<file path="config.mk">
export PLATFORM = sky130hd
export DESIGN_NAME = spq_cell
export DESIGN_NICKNAME = d
export VERILOG_FILES = /design/src/spq_pkg.sv /design/src/spq_cell.sv
export SDC_FILE = /design/constraint.sdc
export NUM_CORES = 1
export LEC_CHECK = 0
export BUFFER_PORTS_ARGS = -buffer_cell sky130_fd_sc_hd__clkbuf_2
export CORE_MARGIN = 1
export CORE_UTILIZATION = 30
export CTS_BUF_LIST = sky130_fd_sc_hd__clkbuf_4 sky130_fd_sc_hd__clkbuf_8
export CTS_CLUSTER_DIAMETER = 60
export DETAILED_ROUTE_END_ITERATION = 10
export PLACE_DENSITY = 0.62
export SLEW_MARGIN = 20
export SYNTH_ARGS = -nofsm -noshare
export SYNTH_HDL_FRONTEND = slang
export SYNTH_SLANG_ARGS = --single-unit
</file>
<file path="constraint.sdc">
create_clock -name aclk -period 3.35 [get_ports aclk]
set_clock_uncertainty 0.05 [all_clocks]
set_input_delay 0.1675 -clock aclk [delete_from_list [all_inputs] [get_ports aclk]]
set_output_delay 0.1675 -clock aclk [all_outputs]
set_load 0.02 [all_outputs]
</file>
<file path="src/spq_pkg.sv">
// ----------------------------------------------------------------------------
// spq_pkg: shared types and constants for the sorted priority queue
// Operation and status codes, field widths and the cell command bundle.
// ----------------------------------------------------------------------------
`default_nettype none

package spq_pkg;

    localparam int VALUE_W             = 32;
    localparam int STATUS_W            = 2;
    localparam int OCC_W               = 7;
    localparam int DEFAULT_QUEUE_DEPTH = 64;

    // operation codes (s_tuser)
    localparam logic OP_ENQUEUE = 1'b0;
    localparam logic OP_DEQUEUE = 1'b1;

    // result status codes
    localparam logic [STATUS_W-1:0] ST_OK    = 2'd0;
    localparam logic [STATUS_W-1:0] ST_FULL  = 2'd1;
    localparam logic [STATUS_W-1:0] ST_EMPTY = 2'd2;

    // command broadcast to every cell
    typedef struct packed {
        logic                      enq;
        logic                      deq;
        logic signed [VALUE_W-1:0] value;
    } cmd_t;

endpackage

`default_nettype wire

</file>
<file path="src/spq_cell.sv">
// ----------------------------------------------------------------------------
// spq_cell: one slot of the sorted cell row
// Holds one entry; on enqueue keeps, takes the new value or shifts up from
// the left; on dequeue shifts down from the right.
// ----------------------------------------------------------------------------
`default_nettype none

module spq_cell (
    input  wire                                     aclk,
    input  spq_pkg::cmd_t                           cmd,
    input  wire                                     occupied,
    input  wire  logic signed [spq_pkg::VALUE_W-1:0] left_val,
    input  wire                                     left_gt,
    input  wire  logic signed [spq_pkg::VALUE_W-1:0] right_val,
    output logic signed [spq_pkg::VALUE_W-1:0]      val,
    output logic                                    gt
);

    logic signed [spq_pkg::VALUE_W-1:0] val_reg;
    logic signed [spq_pkg::VALUE_W-1:0] val_next;

    // empty slots count as greater so the new value lands at the end
    assign gt  = !occupied || (val_reg > cmd.value);
    assign val = val_reg;

    always_comb begin
        val_next = val_reg;
        if (cmd.enq && gt) begin
            val_next = left_gt ? left_val : cmd.value;
        end else if (cmd.deq) begin
            val_next = right_val;
        end
    end

    always_ff @(posedge aclk) begin
        val_reg <= val_next;
    end

endmodule

`default_nettype wire

</file>
Word level (Yosys, flattened, before mapping)

Index checks and enable logic that the tools add are counted.

Register bits: 32
Input bits: 101
Output and inout port bits: 33
Word-level logic and storage cells: 9

Reduce and logical (&&, ||, !) cells: 4
$lt $le $gt $ge: 1
Mux-type cells: 3

Operator list:

| cell                | count |
|---|---|
| 32-bit 2-to-1 mux   | 3 |
| 32-bit > comparator | 1 |
| 2-bit nonzero test  | 1 |
| 1-bit logical AND   | 1 |
| 1-bit zero test     | 1 |
| 1-bit logical OR    | 1 |

Logic depth before layout (Yosys ltp)

Gate-level depths: netlist (run 1).

Word-level depth: 4
Gate-level depth with buffers: 10

Least setup slack after synthesis (run 1)

OpenSTA, ideal clock, no wires.

Kind: register to register
Start point: register val_reg (netlist bit val[31])
End point: register val_reg (netlist bit val[0]) (enable)
Stages on the path, launching flop included: 10
Data required time: 2.970 ns
Slack: 0.016 ns
Arrival time: 2.955 ns
Library setup time: 0.330 ns
Period minus slack after synthesis: 3.334 ns
Cell sequence: edfxtp_1 -> ha_1 -> nand4_1 -> or4_4 -> nand2b_4 -> and3_4 -> a2bb2oi_2 -> o311ai_4 -> buf_6 -> or2_2

Longest elaborated chain between the ends: 4

Ends and longest elaborated chain:

| what                         | RTL line       | text |
|---|---|---|
| start: declaration           | spq_cell.sv:19 | `logic signed [spq_pkg::VALUE_W-1:0] val_reg;` |
| start signal: assignment     | spq_cell.sv:36 | `val_reg <= val_next;` |
| 32-bit > comparator          | spq_cell.sv:23 | `assign gt = !occupied \|\| (val_reg > cmd.value);` |
| 1-bit logical OR             | spq_cell.sv:23 |  |
| 1-bit logical AND            | spq_cell.sv:28 | `if (cmd.enq && gt) begin` |
| 2-bit nonzero test (no line) | n/a            |  |

Every way passes these cells.
A chain may end at the register's enable or synchronous reset.

Worst setup path after layout (run 1)

Start point: register val_reg (netlist bit val[30])
End point: register val_reg (netlist bit val[15]) (enable)

Same word-level chain as after synthesis.

==> out/metrics.json, run 1 <==
{
  "post_drt_via_cell_ratio": {"value": 4.66},
  "timing.hold.worst_endpoint": {"value": "val[0]"},
  "layout.cells.most_common_list": {"value": "133 x sky130_fd_sc_hd__clkbuf_2, 40 x sky130_fd_sc_hd__nand2_1, 35 x sky130_fd_sc_hd__inv_1, 35 x sky130_fd_sc_hd__o21ai_0"},
  "rrSetupSlack": {"value": 0.19, "unit": "ns"},
  "setup_viol_count_final": {"value": 0},
  "commonest_non_fill_non_tap_cell_in_the_layout": {"value": "sky130_fd_sc_hd__clkbuf_2"},
  "first_global_vias": {"value": 2266},
  "number_of_flip_flops_under_the_largest_register_name": {"value": 32},
  "final-max-slew-violation-count": {"value": 0},
  "fin_crit": {"value": 3.16, "unit": "ns"},
  "cts.path.max_buffers": {"value": 2},
  "setup.worst_path.start_class": {"value": "flop"},
  "layout-drive-gt1-share": {"value": 0.462},
  "post_synth_instance_area": {"value": 2680, "unit": "um2"},
  "post_synthesis_sequential_element_count": {"value": 32},
  "pre_cts_ws": {"value": 0.116, "unit": "ns"},
  "postLayoutCoreUtil": {"value": 0.408},
  "totalPowerFinal": {"value": 1.67, "unit": "mW"},
  "die_h": {"value": 96.5, "unit": "um"},
  "worst_hold_path_type": {"value": "in2reg"},
  "starting_drc_count_in_detailed_routing": {"value": 66},
  "hold_depth": {"value": 2},
  "synthesis.yosys.warnings": {"value": 0},
  "cts_post_setup_buffers_inserted": {"value": 0},
  "port-buffer-count": {"value": 133},
  "postSynthCellCount": {"value": 263},
  "final_hold_fails": {"value": 0},
  "detail_route.first_pass.iterations": {"value": 4},
  "gp_congestion": {"value": 0.745},
  "detail_route.wirelength": {"value": 6660, "unit": "um"},
  "clock_tree.root_cell": {"value": "sky130_fd_sc_hd__clkbuf_8"},
  "crit_buf_inv": {"value": 0},
  "run_status": {"value": "finished, final reports clean"},
  "power.density_cell_area": {"value": 472, "unit": "nW/um2"},
  "die_area": {"value": 9300, "unit": "um2"},
  "globalRoute.totalOverflow": {"value": 0},
  "delay_heaviest_family_cp": {"value": "simple AND/OR/NAND/NOR gates"},
  "route.antenna.remaining_nets": {"value": 0},
  "dr_vias": {"value": 2358},
  "crit_path_cell_trace": {"value": "ha_1, nand4_1, or4_4, nand2b_4, and3_4, o21ai_1, o311ai_4, or2_2"},
  "initial_utilization": {"value": 0.308},
  "cts_tree": {"value": "built"},
  "vdd_drop_max": {"value": 0.155, "unit": "mV"},
  "cts.sink_count": {"value": 32},
  "r2r_end": {"value": "val[15]"},
  "final_cycle_utilization_of_the_critical_path": {"value": 0.943},
  "placementRows": {"value": 34},
  "rr_startpoint": {"value": "val[30]"},
  "clk_pin_slew_worst_paths": {"value": 0.07, "unit": "ns"},
  "synth.distinct_cells": {"value": 29},
  "layout-area-overhead-vs-synth": {"value": 32.2, "unit": "%"},
  "post_synthesis_net_count": {"value": 396},
  "clock_insertion_delay_worst_skew": {"value": 0.28, "unit": "ns"},
  "worst_slew_margin_rel": {"value": 0.460},
  "layout.filler_cells": {"value": 900},
  "grt_usage": {"value": 0.143},
  "grt_first_pass_wirelength": {"value": 10000, "unit": "um"},
  "leakage": {"value": 1.86, "unit": "nW"},
  "grt_start_max_net_pins": {"value": 35},
  "timing.setup.critical_path_class": {"value": "reg2reg"},
  "worst_path_largest_cell_delay": {"value": 0.61, "unit": "ns"},
  "critical_path_required": {"value": 3.22, "unit": "ns"},
  "critical_path.max_fanout": {"value": 32},
  "launch_point_of_the_worst_hold_path": {"value": "right_val[0]"},
  "max_cap_violations": {"value": 0},
  "timing.critical_path.slowest_stage_cell": {"value": "sky130_fd_sc_hd__or2_2"},
  "final.setup.tns": {"value": 0, "unit": "ns"},
  "cts-htree-levels": {"value": 2},
  "cts_buffers": {"value": 5},
  "area_taken_by_multi_input_logic_gates": {"value": 1520, "unit": "um2"},
  "reg2reg_depth": {"value": 8},
  "design.final.nets": {"value": 530},
  "slew_of_the_pin_with_the_lowest_slew_margin": {"value": 0.810, "unit": "ns"},
  "wl_per_cell": {"value": 13.2, "unit": "um"},
  "drt_drc_violations_left": {"value": 0},
  "crit_cells": {"value": 8},
  "rsz0062_at_grt": {"value": "false"},
  "cp.arrival": {"value": 3.03, "unit": "ns"},
  "die_x": {"value": 96.5, "unit": "um"},
  "worst_slack": {"value": 0.192, "unit": "ns"},
  "syn_avg_cell_area": {"value": 10.2, "unit": "um2"},
  "cp-end-kind": {"value": "flop"},
  "insertedDiodeCount": {"value": 0},
  "dpl_hpwl": {"value": 5310, "unit": "um"},
  "area.sequential": {"value": 961, "unit": "um2"},
  "fmaxAchievable": {"value": 0.317, "unit": "GHz"},
  "io_pins": {"value": 134},
  "yosysSeqAreaShare": {"value": 0.359},
  "floorplan.core_area": {"value": 8680, "unit": "um2"},
  "antenna_found_initial": {"value": 0},
  "final-instance-count-excl-fill": {"value": 506},
  "post-place-cells": {"value": 498}
}
==> worst max path at each step <==
stage,start,to
after detailed placement,val[27],val[1]
final,val[30],val[15]
after global placement,val[26],val[31]
after CTS,val[27],val[1]
after floorplan,val[31],val[0]
after global routing,val[27],val[16]
==> through the flow <==
step / hold slack [ns] / area [um2]
floorplan: 0.335 / 2680
global placement: 0.422 / 3450
detailed placement: 0.423 / 3450
CTS: 0.124 / 3530
global route: 0.123 / 3540
finish: 0.137 / 3540
==> repair_timing <==
item / in CTS / in global routing
endpoints found under the setup margin: 0 / 32
gates resized for setup: 0 / 1
hold buffers: 0 / 0
==> area by class of cell <==
cell class	count	area share
Clock buffer	7	0.0237
Clock inverter	1	0.00106
Inverter	35	0.0371
Multi-Input combinational cell	186	0.430
Sequential cell	32	0.272
Tap cell	108	0.0382
Timing Repair Buffer	137	0.198
==> cells by family after synthesis <==
logic type / after synthesis / synth area share
mux: 33 / 0.180
simple gates: 61 / 0.109
flops: 32 / 0.359
compound gates: 60 / 0.131
fa+ha+maj: 32 / 0.150
buf+inv: 45 / 0.0720
==> synthesized netlist by cell type <==
cell type,instances,area [um2]
sky130_fd_sc_hd__a21bo_2,1,10.0
sky130_fd_sc_hd__a21oi_1,16,80.1
sky130_fd_sc_hd__buf_6,3,33.8
sky130_fd_sc_hd__or2_2,1,6.26
sky130_fd_sc_hd__a21o_1,1,7.51
sky130_fd_sc_hd__nor4_1,1,6.26
sky130_fd_sc_hd__nand4_1,8,50.1
sky130_fd_sc_hd__or3_1,1,6.26
sky130_fd_sc_hd__o211ai_1,2,15.0
sky130_fd_sc_hd__ha_1,32,400
sky130_fd_sc_hd__o311ai_4,1,26.3
sky130_fd_sc_hd__nand3_1,3,15.0
sky130_fd_sc_hd__clkbuf_1,6,22.5
sky130_fd_sc_hd__edfxtp_1,32,961
sky130_fd_sc_hd__nor2b_1,1,6.26
sky130_fd_sc_hd__mux2_2,4,45.0
sky130_fd_sc_hd__inv_1,35,131
sky130_fd_sc_hd__or4_4,1,11.3
sky130_fd_sc_hd__a2bb2oi_2,1,15.0
sky130_fd_sc_hd__nand2_1,40,150
sky130_fd_sc_hd__a221oi_1,1,8.76
sky130_fd_sc_hd__o21ai_0,35,175
sky130_fd_sc_hd__o21a_1,1,7.51
sky130_fd_sc_hd__mux2_4,29,435
sky130_fd_sc_hd__nor3_1,3,15.0
sky130_fd_sc_hd__nand2b_4,1,13.8
sky130_fd_sc_hd__o21ai_1,1,5.00
sky130_fd_sc_hd__and3_4,1,11.3
sky130_fd_sc_hd__buf_2,1,5.00
==> where the power goes <==
| part | switching [mW] | leakage [nW] | internal, mW |
|---|---|---|---|
| Clock | 0.146 | 0.0467 | 0.161 |
| Sequential | 0.0502 | 0.327 | 0.560 |
| Combinational | 0.409 | 1.48 | 0.343 |
==> layer usage <==
metal  vias up  GRT usage  wire length [um]
met1      1058      0.174              3070
li1       1205          -                 -
met2        90      0.254              3120
met3         5     0.0329               415
met5         -          0                 0
met4         0     0.0331                58
Power figures use the tool's default switching activity.
==> run 2: changes to the inputs <==
--- a/config.mk
+++ b/config.mk
@@ -6,12 +6,14 @@
 export NUM_CORES = 1
 export LEC_CHECK = 0
 export BUFFER_PORTS_ARGS = -buffer_cell sky130_fd_sc_hd__clkbuf_2
+export CELL_PAD_IN_SITES_DETAIL_PLACEMENT = 1
+export CELL_PAD_IN_SITES_GLOBAL_PLACEMENT = 2
 export CORE_MARGIN = 1
-export CORE_UTILIZATION = 30
+export CORE_UTILIZATION = 27
 export CTS_BUF_LIST = sky130_fd_sc_hd__clkbuf_4 sky130_fd_sc_hd__clkbuf_8
 export CTS_CLUSTER_DIAMETER = 60
 export DETAILED_ROUTE_END_ITERATION = 10
-export PLACE_DENSITY = 0.62
+export PLACE_DENSITY = 0.85
 export SLEW_MARGIN = 20
 export SYNTH_ARGS = -nofsm -noshare
 export SYNTH_HDL_FRONTEND = slang
==> constraint.sdc (replaced) <==
create_clock -name aclk -period 3.2 [get_ports aclk]
set_clock_uncertainty 0.05 [all_clocks]
set_input_delay 0.16 -clock aclk [delete_from_list [all_inputs] [get_ports aclk]]
set_output_delay 0.16 -clock aclk [all_outputs]
set_load 0.02 [all_outputs]
==> run 2 against run 1 <==
Effect of this change:
- global-route usage rose by 0.73 points
- sequential power rose by 4.3%
- cell area rose by 0.92%
- via count rose by 2.1%
- sequential cell count did not move
- critical path depth rose by 1
- power rose by 6.0%
- fmax rose by 4.2%
==> out/metrics.json, run 2 (synthesis results as in run 1) <==
{
  "run_status": {"value": "finished, final reports clean"},
  "rr_startpoint": {"value": "val[30]"},
  "crit_path_cell_trace": {"value": "ha_1, nand4_1, or4_4, nand2b_4, and3_4, a2bb2oi_2, o311ai_4, buf_4, mux2_4"},
  "cts-htree-levels": {"value": 2, "change": "unchanged"},
  "net_switching_power": {"value": 0.661, "unit": "mW", "change": "+9.3%"},
  "reg2reg_depth": {"value": 9, "change": "+1"},
  "setup_viol_count_final": {"value": 0, "change": "unchanged"},
  "comb_power_share": {"value": 0.456, "change": "+0.005"},
  "post_drt_via_cell_ratio": {"value": 4.56, "change": "-2.2%"},
  "fmaxAchievable": {"value": 0.330, "unit": "GHz", "change": "+4.2%"},
  "timing.critical_path.slowest_stage_cell": {"value": "sky130_fd_sc_hd__or4_4"},
  "power.share.clock": {"value": 0.184, "change": "about the same"},
  "worst_slew_margin_rel": {"value": 0.556, "change": "+0.0963"},
  "cts.path.max_buffers": {"value": 2, "change": "unchanged"},
  "number_of_flip_flops_under_the_largest_register_name": {"value": 32, "change": "unchanged"},
  "power.density_cell_area": {"value": 496, "unit": "nW/um2", "change": "+5.1%"},
  "layout-area-overhead-vs-synth": {"value": 33.4, "unit": "%"},
  "globalRoute.totalOverflow": {"value": 0, "change": "unchanged"},
  "sequentialPowerShare": {"value": 0.360, "change": "-0.006"},
  "slew_of_the_pin_with_the_lowest_slew_margin": {"value": 0.666, "unit": "ns", "change": "-0.144 ns"},
  "cp-end-kind": {"value": "flop"},
  "hold_depth": {"value": 2, "change": "unchanged"},
  "layout.cells.most_common_list": {"value": "133 x sky130_fd_sc_hd__clkbuf_2, 40 x sky130_fd_sc_hd__nand2_1, 35 x sky130_fd_sc_hd__inv_1, 35 x sky130_fd_sc_hd__o21ai_0"},
  "design.final.nets": {"value": 531, "change": "+0.19%"},
  "crit_buf_inv": {"value": 1, "change": "+1"},
  "first_global_vias": {"value": 2529, "change": "+12%"},
  "grt_start_max_net_pins": {"value": 37, "change": "+5.7%"},
  "cts_tree": {"value": "built"},
  "die_area": {"value": 10300, "unit": "um2", "change": "+11%"},
  "antenna_found_initial": {"value": 0, "change": "unchanged"},
  "die_h": {"value": 102, "unit": "um", "change": "+5.3%"},
  "clock_tree.root_cell": {"value": "sky130_fd_sc_hd__clkbuf_8"},
  "final_hold_fails": {"value": 0, "change": "unchanged"},
  "timing.setup.critical_path_class": {"value": "reg2reg"},
  "fin_crit": {"value": 3.03, "unit": "ns", "change": "-0.127 ns"},
  "cts_post_setup_buffers_inserted": {"value": 0, "change": "unchanged"},
  "gp_congestion": {"value": 0.744, "change": "about the same"},
  "worst_hold_path_type": {"value": "in2reg"},
  "dpl-instance-area": {"value": 3480, "unit": "um2", "change": "+1.1%"},
  "switching_share": {"value": 0.374, "change": "+0.0111"},
  "insertedDiodeCount": {"value": 0, "change": "unchanged"},
  "detail_route.first_pass.iterations": {"value": 4, "change": "unchanged"},
  "final_cycle_utilization_of_the_critical_path": {"value": 0.947, "change": "+0.00440"},
  "stdcell_area": {"value": 3570, "unit": "um2", "change": "+0.92%"},
  "critical_path_required": {"value": 3.18, "unit": "ns", "change": "-0.04 ns"},
  "port-buffer-count": {"value": 133, "change": "unchanged"},
  "commonest_non_fill_non_tap_cell_in_the_layout": {"value": "sky130_fd_sc_hd__clkbuf_2"},
  "starting_drc_count_in_detailed_routing": {"value": 19, "change": "-71%"},
  "max_cap_violations": {"value": 0, "change": "unchanged"},
  "dpl_hpwl": {"value": 6300, "unit": "um", "change": "+19%"},
  "delay_heaviest_family_cp": {"value": "simple AND/OR/NAND/NOR gates"},
  "floorplan.core_area": {"value": 9420, "unit": "um2", "change": "+8.5%"},
  "initial_utilization": {"value": 0.284, "change": "-0.0241"},
  "rrSetupSlack": {"value": 0.17, "unit": "ns", "change": "-0.02 ns"},
  "clock_insertion_delay_worst_skew": {"value": 0.28, "unit": "ns", "change": "about the same"},
  "r2r_end": {"value": "val[12]"},
  "setup.worst_path.start_class": {"value": "flop"},
  "cts_repair_resize_count": {"value": 0, "change": "unchanged"},
  "worst_path_largest_cell_delay": {"value": 0.59, "unit": "ns", "change": "-0.02 ns"},
  "detail_route.wirelength": {"value": 7650, "unit": "um", "change": "+15%"},
  "final-instance-count-excl-fill": {"value": 528, "change": "+4.3%"},
  "final.setup.tns": {"value": 0, "unit": "ns", "change": "unchanged"},
  "p_int": {"value": 1.11, "unit": "mW", "change": "+4.2%"},
  "die_x": {"value": 102, "unit": "um", "change": "+5.3%"},
  "placementRows": {"value": 35, "change": "+2.9%"},
  "cts_buffers": {"value": 5, "change": "unchanged"},
  "cp.arrival": {"value": 3.01, "unit": "ns", "change": "-0.02 ns"},
  "cts.sink_count": {"value": 32, "change": "unchanged"},
  "timing.hold.worst_endpoint": {"value": "val[23]"},
  "route.antenna.remaining_nets": {"value": 0, "change": "unchanged"},
  "layout-drive-gt1-share": {"value": 0.464, "change": "+0.00135"},
  "dr_vias": {"value": 2407, "change": "+2.1%"},
  "grt_first_pass_wirelength": {"value": 12000, "unit": "um", "change": "+19%"},
  "rsz0062_at_grt": {"value": "false"},
  "final-max-slew-violation-count": {"value": 0, "change": "unchanged"},
  "grt_usage": {"value": 0.150, "change": "+0.00731"},
  "leakage": {"value": 1.86, "unit": "nW", "change": "about the same"},
  "crit_cells": {"value": 9, "change": "+1"},
  "wl_per_cell": {"value": 14.5, "unit": "um", "change": "+10%"},
  "critical_path.max_fanout": {"value": 17, "change": "-47%"},
  "drt_drc_violations_left": {"value": 0, "change": "unchanged"},
  "cts-hold-fix-buffers": {"value": 0, "change": "unchanged"},
  "vdd_drop_max": {"value": 0.213, "unit": "mV", "change": "+38%"},
  "clk_pin_slew_worst_paths": {"value": 0.08, "unit": "ns", "change": "about the same"},
  "timing.hold.ws": {"value": 0.120, "unit": "ns", "change": "-0.0167 ns"},
  "post-place-cells": {"value": 520, "change": "+4.4%"},
  "launch_point_of_the_worst_hold_path": {"value": "right_val[23]"},
  "io_pins": {"value": 134, "change": "unchanged"}
}
## run 2: cell types whose count changed in the layout (fill, tap and decap cells not counted), sizes merged
| cell | before | now |
|---|---|---|
| buf | 4 | 5 |
| clkbuf | 140 | 139 |
| clkinvlp | 0 | 1 |
## run 2: worst max path at each step
stage	from	end	slack, ns
after floorplan	val[31]	val[0]	0.06
after global placement	val[27]	val[1]	0.28
after detailed placement	val[30]	val[18]	0.18
after CTS	val[30]	val[12]	0.17
after global routing	val[30]	val[0]	0.02
final	val[30]	val[12]	0.17
## run 2: area by class of cell
type                            instances  area [um2]
Inverter                               35         131
Clock inverter                          2        11.3
Timing Repair Buffer                  138         703
Clock buffer                            6        76.3
Fill cell                            1127        5850
Tap cell                              129         161
Sequential cell                        32         961
Multi-Input combinational cell        186        1530
## run 2: worst register-to-register path, delay by kind of cell (launching register included)
kind	cells	cell delay (ns)
AOI/OAI and AO/OA	2	0.30
buffers and inverters	1	0.27
DFF	1	0.40
and+or+nand+nor	4	1.09
adders and majority gates	1	0.34
muxes	1	0.33
## run 2: routing by layer
layer | vias up | global-route usage | wire (um) | part of all wire
met5 | - | 0 | 0 | 0
met4 | 0 | 0.0379 | 83 | 0.011
met3 | 8 | 0.0414 | 535 | 0.070
met2 | 86 | 0.283 | 3880 | 0.51
met1 | 1105 | 0.164 | 3150 | 0.41
li1 | 1208 | - | - | -
## run 2: power by group through the flow
stage                     clock (mW)  combinational [mW]  sequential, mW
after global placement             0               0.793           0.642
after floorplan                    0               0.445           0.751
final                          0.325               0.807           0.637
after CTS                      0.335               0.820           0.639
after global routing           0.354               0.889           0.650
after detailed placement           0               0.817           0.648
## run 2: stage by stage
stage | total power, mW | worst slack, ns | util
final | 1.77 | 0.170 | 0.379
after global routing | 1.89 | 0.0238 | 0.379
after CTS | 1.79 | 0.165 | 0.379
after detailed placement | 1.46 | 0.179 | 0.370
after global placement | 1.44 | 0.280 | 0.370
after floorplan | 1.20 | 0.0557 | -
==> run 3: changes to the inputs <==
--- a/config.mk
+++ b/config.mk
@@ -5,15 +5,16 @@
 export SDC_FILE = /design/constraint.sdc
 export NUM_CORES = 1
 export LEC_CHECK = 0
+export ABC_AREA = 1
 export BUFFER_PORTS_ARGS = -buffer_cell sky130_fd_sc_hd__clkbuf_2
 export CELL_PAD_IN_SITES_DETAIL_PLACEMENT = 1
 export CELL_PAD_IN_SITES_GLOBAL_PLACEMENT = 2
 export CORE_MARGIN = 1
-export CORE_UTILIZATION = 27
+export CORE_UTILIZATION = 25
 export CTS_BUF_LIST = sky130_fd_sc_hd__clkbuf_4 sky130_fd_sc_hd__clkbuf_8
 export CTS_CLUSTER_DIAMETER = 60
 export DETAILED_ROUTE_END_ITERATION = 10
-export PLACE_DENSITY = 0.85
+export PLACE_DENSITY = 0.87
 export SLEW_MARGIN = 20
 export SYNTH_ARGS = -nofsm -noshare
 export SYNTH_HDL_FRONTEND = slang
==> run 3 against run 2 <==
Effect of this change:
- die area grew 7.4%
- utilization shrank 3.8 points
- wire length grew 11%
==> out/metrics.json, run 3 <==
{
  "globalRoute.totalOverflow": {"value": 0, "change": "unchanged"},
  "route.antenna.remaining_nets": {"value": 0, "change": "unchanged"},
  "cell_taking_the_most_area_after_synthesis": {"value": "sky130_fd_sc_hd__edfxtp_1"},
  "dpl-instance-area": {"value": 3430, "unit": "um2", "change": "-1.4%"},
  "launch_point_of_the_worst_hold_path": {"value": "right_val[8]"},
  "slew_of_the_pin_with_the_lowest_slew_margin": {"value": 0.990, "unit": "ns", "change": "+0.324 ns"},
  "cts_buffers": {"value": 5, "change": "unchanged"},
  "detail_route.wirelength": {"value": 8470, "unit": "um", "change": "+11%"},
  "cts_repair_resize_count": {"value": 0, "change": "unchanged"},
  "cts.path.max_buffers": {"value": 2, "change": "unchanged"},
  "clock_tree.root_cell": {"value": "sky130_fd_sc_hd__clkbuf_8"},
  "netlist_top_cells_area": {"value": "sky130_fd_sc_hd__edfxtp_1 36%, sky130_fd_sc_hd__nand2_1 19%, sky130_fd_sc_hd__ha_1 15%"},
  "setup_viol_count_final": {"value": 0, "change": "unchanged"},
  "final-max-slew-violation-count": {"value": 0, "change": "unchanged"},
  "post_synth_instance_area": {"value": 2670, "unit": "um2", "change": "-0.37%"},
  "fmaxAchievable": {"value": 0.363, "unit": "GHz", "change": "+10%"},
  "final_cycle_utilization_of_the_critical_path": {"value": 0.860, "change": "-0.0866"},
  "post_drt_via_cell_ratio": {"value": 4.46, "change": "-2.2%"},
  "number_of_enable_type_register_cells_in_the_synthesized_netlist": {"value": 32, "change": "unchanged"},
  "syn_avg_cell_area": {"value": 7.41, "unit": "um2", "change": "-27%"},
  "grt_first_pass_wirelength": {"value": 14100, "unit": "um", "change": "+18%"},
  "vdd_drop_max": {"value": 0.123, "unit": "mV", "change": "-42%"},
  "port-buffer-count": {"value": 133, "change": "unchanged"},
  "cp-end-kind": {"value": "primary output"},
  "final.setup.tns": {"value": 0, "unit": "ns", "change": "unchanged"},
  "rsz0062_at_grt": {"value": "false"},
  "floorplan.core_area": {"value": 10300, "unit": "um2", "change": "+9.6%"},
  "critical_path_required": {"value": 2.99, "unit": "ns", "change": "-0.19 ns"},
  "wl_per_cell": {"value": 13.6, "unit": "um", "change": "-6.3%"},
  "power.density_cell_area": {"value": 432, "unit": "nW/um2", "change": "-13%"},
  "stdcell_area": {"value": 3520, "unit": "um2", "change": "-1.4%"},
  "dpl_hpwl": {"value": 6670, "unit": "um", "change": "+5.8%"},
  "cts_post_setup_buffers_inserted": {"value": 0, "change": "unchanged"},
  "placementRows": {"value": 37, "change": "+5.7%"},
  "run_status": {"value": "finished, final reports clean"},
  "cts.sink_count": {"value": 32, "change": "unchanged"},
  "drt_drc_violations_left": {"value": 0, "change": "unchanged"},
  "synth.distinct_cells": {"value": 20, "change": "-31%"},
  "io_pins": {"value": 134, "change": "unchanged"},
  "insertedDiodeCount": {"value": 0, "change": "unchanged"},
  "layout-area-overhead-vs-synth": {"value": 32.1, "unit": "%"},
  "cp.arrival": {"value": 2.54, "unit": "ns", "change": "-0.47 ns"},
  "final_hold_fails": {"value": 0, "change": "unchanged"},
  "yosysSeqAreaShare": {"value": 0.360, "change": "+0.00135"},
  "first_global_vias": {"value": 2918, "change": "+15%"},
  "post_synthesis_net_count": {"value": 493, "change": "+24%"},
  "die_area": {"value": 11100, "unit": "um2", "change": "+7.4%"},
  "antenna_found_initial": {"value": 0, "change": "unchanged"},
  "grt_usage": {"value": 0.162, "change": "+0.0117"},
  "fin_crit": {"value": 2.75, "unit": "ns", "change": "-0.277 ns"},
  "synth_common_cells": {"value": "135 x sky130_fd_sc_hd__nand2_1, 42 x sky130_fd_sc_hd__inv_1, 35 x sky130_fd_sc_hd__nand3_1, 33 x sky130_fd_sc_hd__o21ai_0"},
  "dr_vias": {"value": 2783, "change": "+16%"},
  "yosys.area.top_type_share": {"value": 0.360, "change": "+0.00135"},
  "postLayoutCoreUtil": {"value": 0.341, "change": "-0.0381"},
  "totalPowerFinal": {"value": 1.52, "unit": "mW", "change": "-14%"},
  "initial_utilization": {"value": 0.258, "change": "-0.0260"},
  "layout.cells.most_common_list": {"value": "135 x sky130_fd_sc_hd__nand2_1, 132 x sky130_fd_sc_hd__clkbuf_2, 42 x sky130_fd_sc_hd__inv_1, 35 x sky130_fd_sc_hd__nand3_1, 33 x sky130_fd_sc_hd__o21ai_0"},
  "leakage": {"value": 1.99, "unit": "nW", "change": "+7.0%"},
  "async_reset_ff_frac": {"value": 0, "change": "unchanged"},
  "worst_slew_margin_rel": {"value": 0.340, "change": "-0.216"},
  "die_h": {"value": 105, "unit": "um", "change": "+3.7%"},
  "post_synthesis_sequential_element_count": {"value": 32, "change": "unchanged"},
  "timing.setup.critical_path_class": {"value": "reg2out"},
  "layout-drive-gt1-share": {"value": 0.307, "change": "-0.156"},
  "starting_drc_count_in_detailed_routing": {"value": 50, "change": "+31"},
  "worst_hold_path_type": {"value": "in2reg"},
  "number_of_flip_flops_under_the_largest_register_name": {"value": 32, "change": "unchanged"},
  "synthMostInstantiatedCell": {"value": "sky130_fd_sc_hd__nand2_1"},
  "cts-htree-levels": {"value": 2, "change": "unchanged"},
  "critical_path.max_fanout": {"value": 33, "change": "+16"},
  "gp_congestion": {"value": 0.772, "change": "+3.8%"},
  "detail_route.first_pass.iterations": {"value": 4, "change": "unchanged"},
  "rr_startpoint": {"value": "val[31]"},
  "cts_tree": {"value": "built"},
  "crit_start": {"value": "val[31]"},
  "grt_start_max_net_pins": {"value": 64, "change": "+73%"},
  "dominantRegCellSynth": {"value": "sky130_fd_sc_hd__edfxtp_1"},
  "synthesis.yosys.warnings": {"value": 0, "change": "unchanged"},
  "postSynthCellCount": {"value": 360, "change": "+37%"},
  "setup.worst_path.start_class": {"value": "flop"},
  "commonest_non_fill_non_tap_cell_in_the_layout": {"value": "sky130_fd_sc_hd__nand2_1"},
  "design.final.nets": {"value": 620, "change": "+17%"},
  "clock_insertion_delay_worst_skew": {"value": 0.28, "unit": "ns", "change": "about the same"},
  "cts-hold-fix-buffers": {"value": 0, "change": "unchanged"},
  "clk_pin_slew_worst_paths": {"value": 0.07, "unit": "ns", "change": "about the same"},
  "max_cap_violations": {"value": 0, "change": "unchanged"},
  "die_x": {"value": 105, "unit": "um", "change": "+3.7%"}
}
## run 3: changes by cell type after synthesis, sizes merged, moves of 2 or more
cell    before  now
nand4        8    2
nor2         0   10
o21ai       36   33
o211ai       2    0
buf          4    7
nand2       40  137
nand3        3   36
nor3         3    0
inv         35   42
a21oi       16   14
mux2        33    1
clkbuf       6   10
## run 3: cell families after synthesis
kind of cell,synth area share
AOI/OAI and AO/OA,0.0967
adders and majority gates,0.150
buffers and inverters,0.0962
DFF,0.360
muxes,0.00422
and+or+nand+nor,0.292
## run 3: worst paths after layout
| kind | end | slack (ns) | cells after the start |
|---|---|---|---|
| worst max-delay path | gt | 0.45 | 11 |
| worst min-delay path | val[8] | 0.09 | 3 |
| worst max register to register | val[6] | 0.48 | 12 |
| worst min register to register | val[19] | 1.32 | 7 |
## run 3: critical path: stages (launching register included)
cell,delay [ns]
sky130_fd_sc_hd__edfxtp_1,0.40
sky130_fd_sc_hd__ha_1,0.38
sky130_fd_sc_hd__nand2_1,0.11
sky130_fd_sc_hd__nor2_2,0.13
sky130_fd_sc_hd__nand2_1,0.11
sky130_fd_sc_hd__nor3b_2,0.19
sky130_fd_sc_hd__nand2_1,0.08
sky130_fd_sc_hd__nand3_1,0.08
sky130_fd_sc_hd__nand3_2,0.10
sky130_fd_sc_hd__nand2_4,0.08
sky130_fd_sc_hd__buf_4,0.35
sky130_fd_sc_hd__clkbuf_2,0.24
## run 3: where the power goes
| group | internal (mW) | switching, mW | leakage, nW | total (mW) |
|---|---|---|---|---|
| Sequential | 0.552 | 0.0393 | 0.330 | 0.591 |
| Clock | 0.169 | 0.157 | 0.0467 | 0.326 |
| Combinational | 0.223 | 0.382 | 1.61 | 0.605 |
| Total | 0.944 | 0.579 | 1.99 | 1.52 |
## run 3: cell type report
cell class / instances / area [um2]
Clock inverter: 1 / 3.75
Tap cell: 136 / 170
Multi-Input combinational cell: 269 / 1450
Timing Repair Buffer: 137 / 696
Inverter: 42 / 158
Fill cell: 1338 / 6800
Clock buffer: 7 / 83.8
Sequential cell: 32 / 961
## run 3: through the flow
step           hold slack (ns)  cells  setup WS (ns)
6_report                0.0918    624          0.447
5_1_grt                 0.0932    624          0.183
4_1_cts                 0.0828    624          0.365
3_5_place_dp             0.384    616          0.412
3_3_place_gp             0.385    616          0.525
2_1_floorplan            0.289    360          0.221
## run 3: per-layer routing
metal,up-vias,global-route usage,share of wire
met4,0,0.0493,0.012
met2,82,0.296,0.50
met1,1264,0.188,0.43
met5,-,0,0
li1,1431,-,-
met3,6,0.0334,0.057
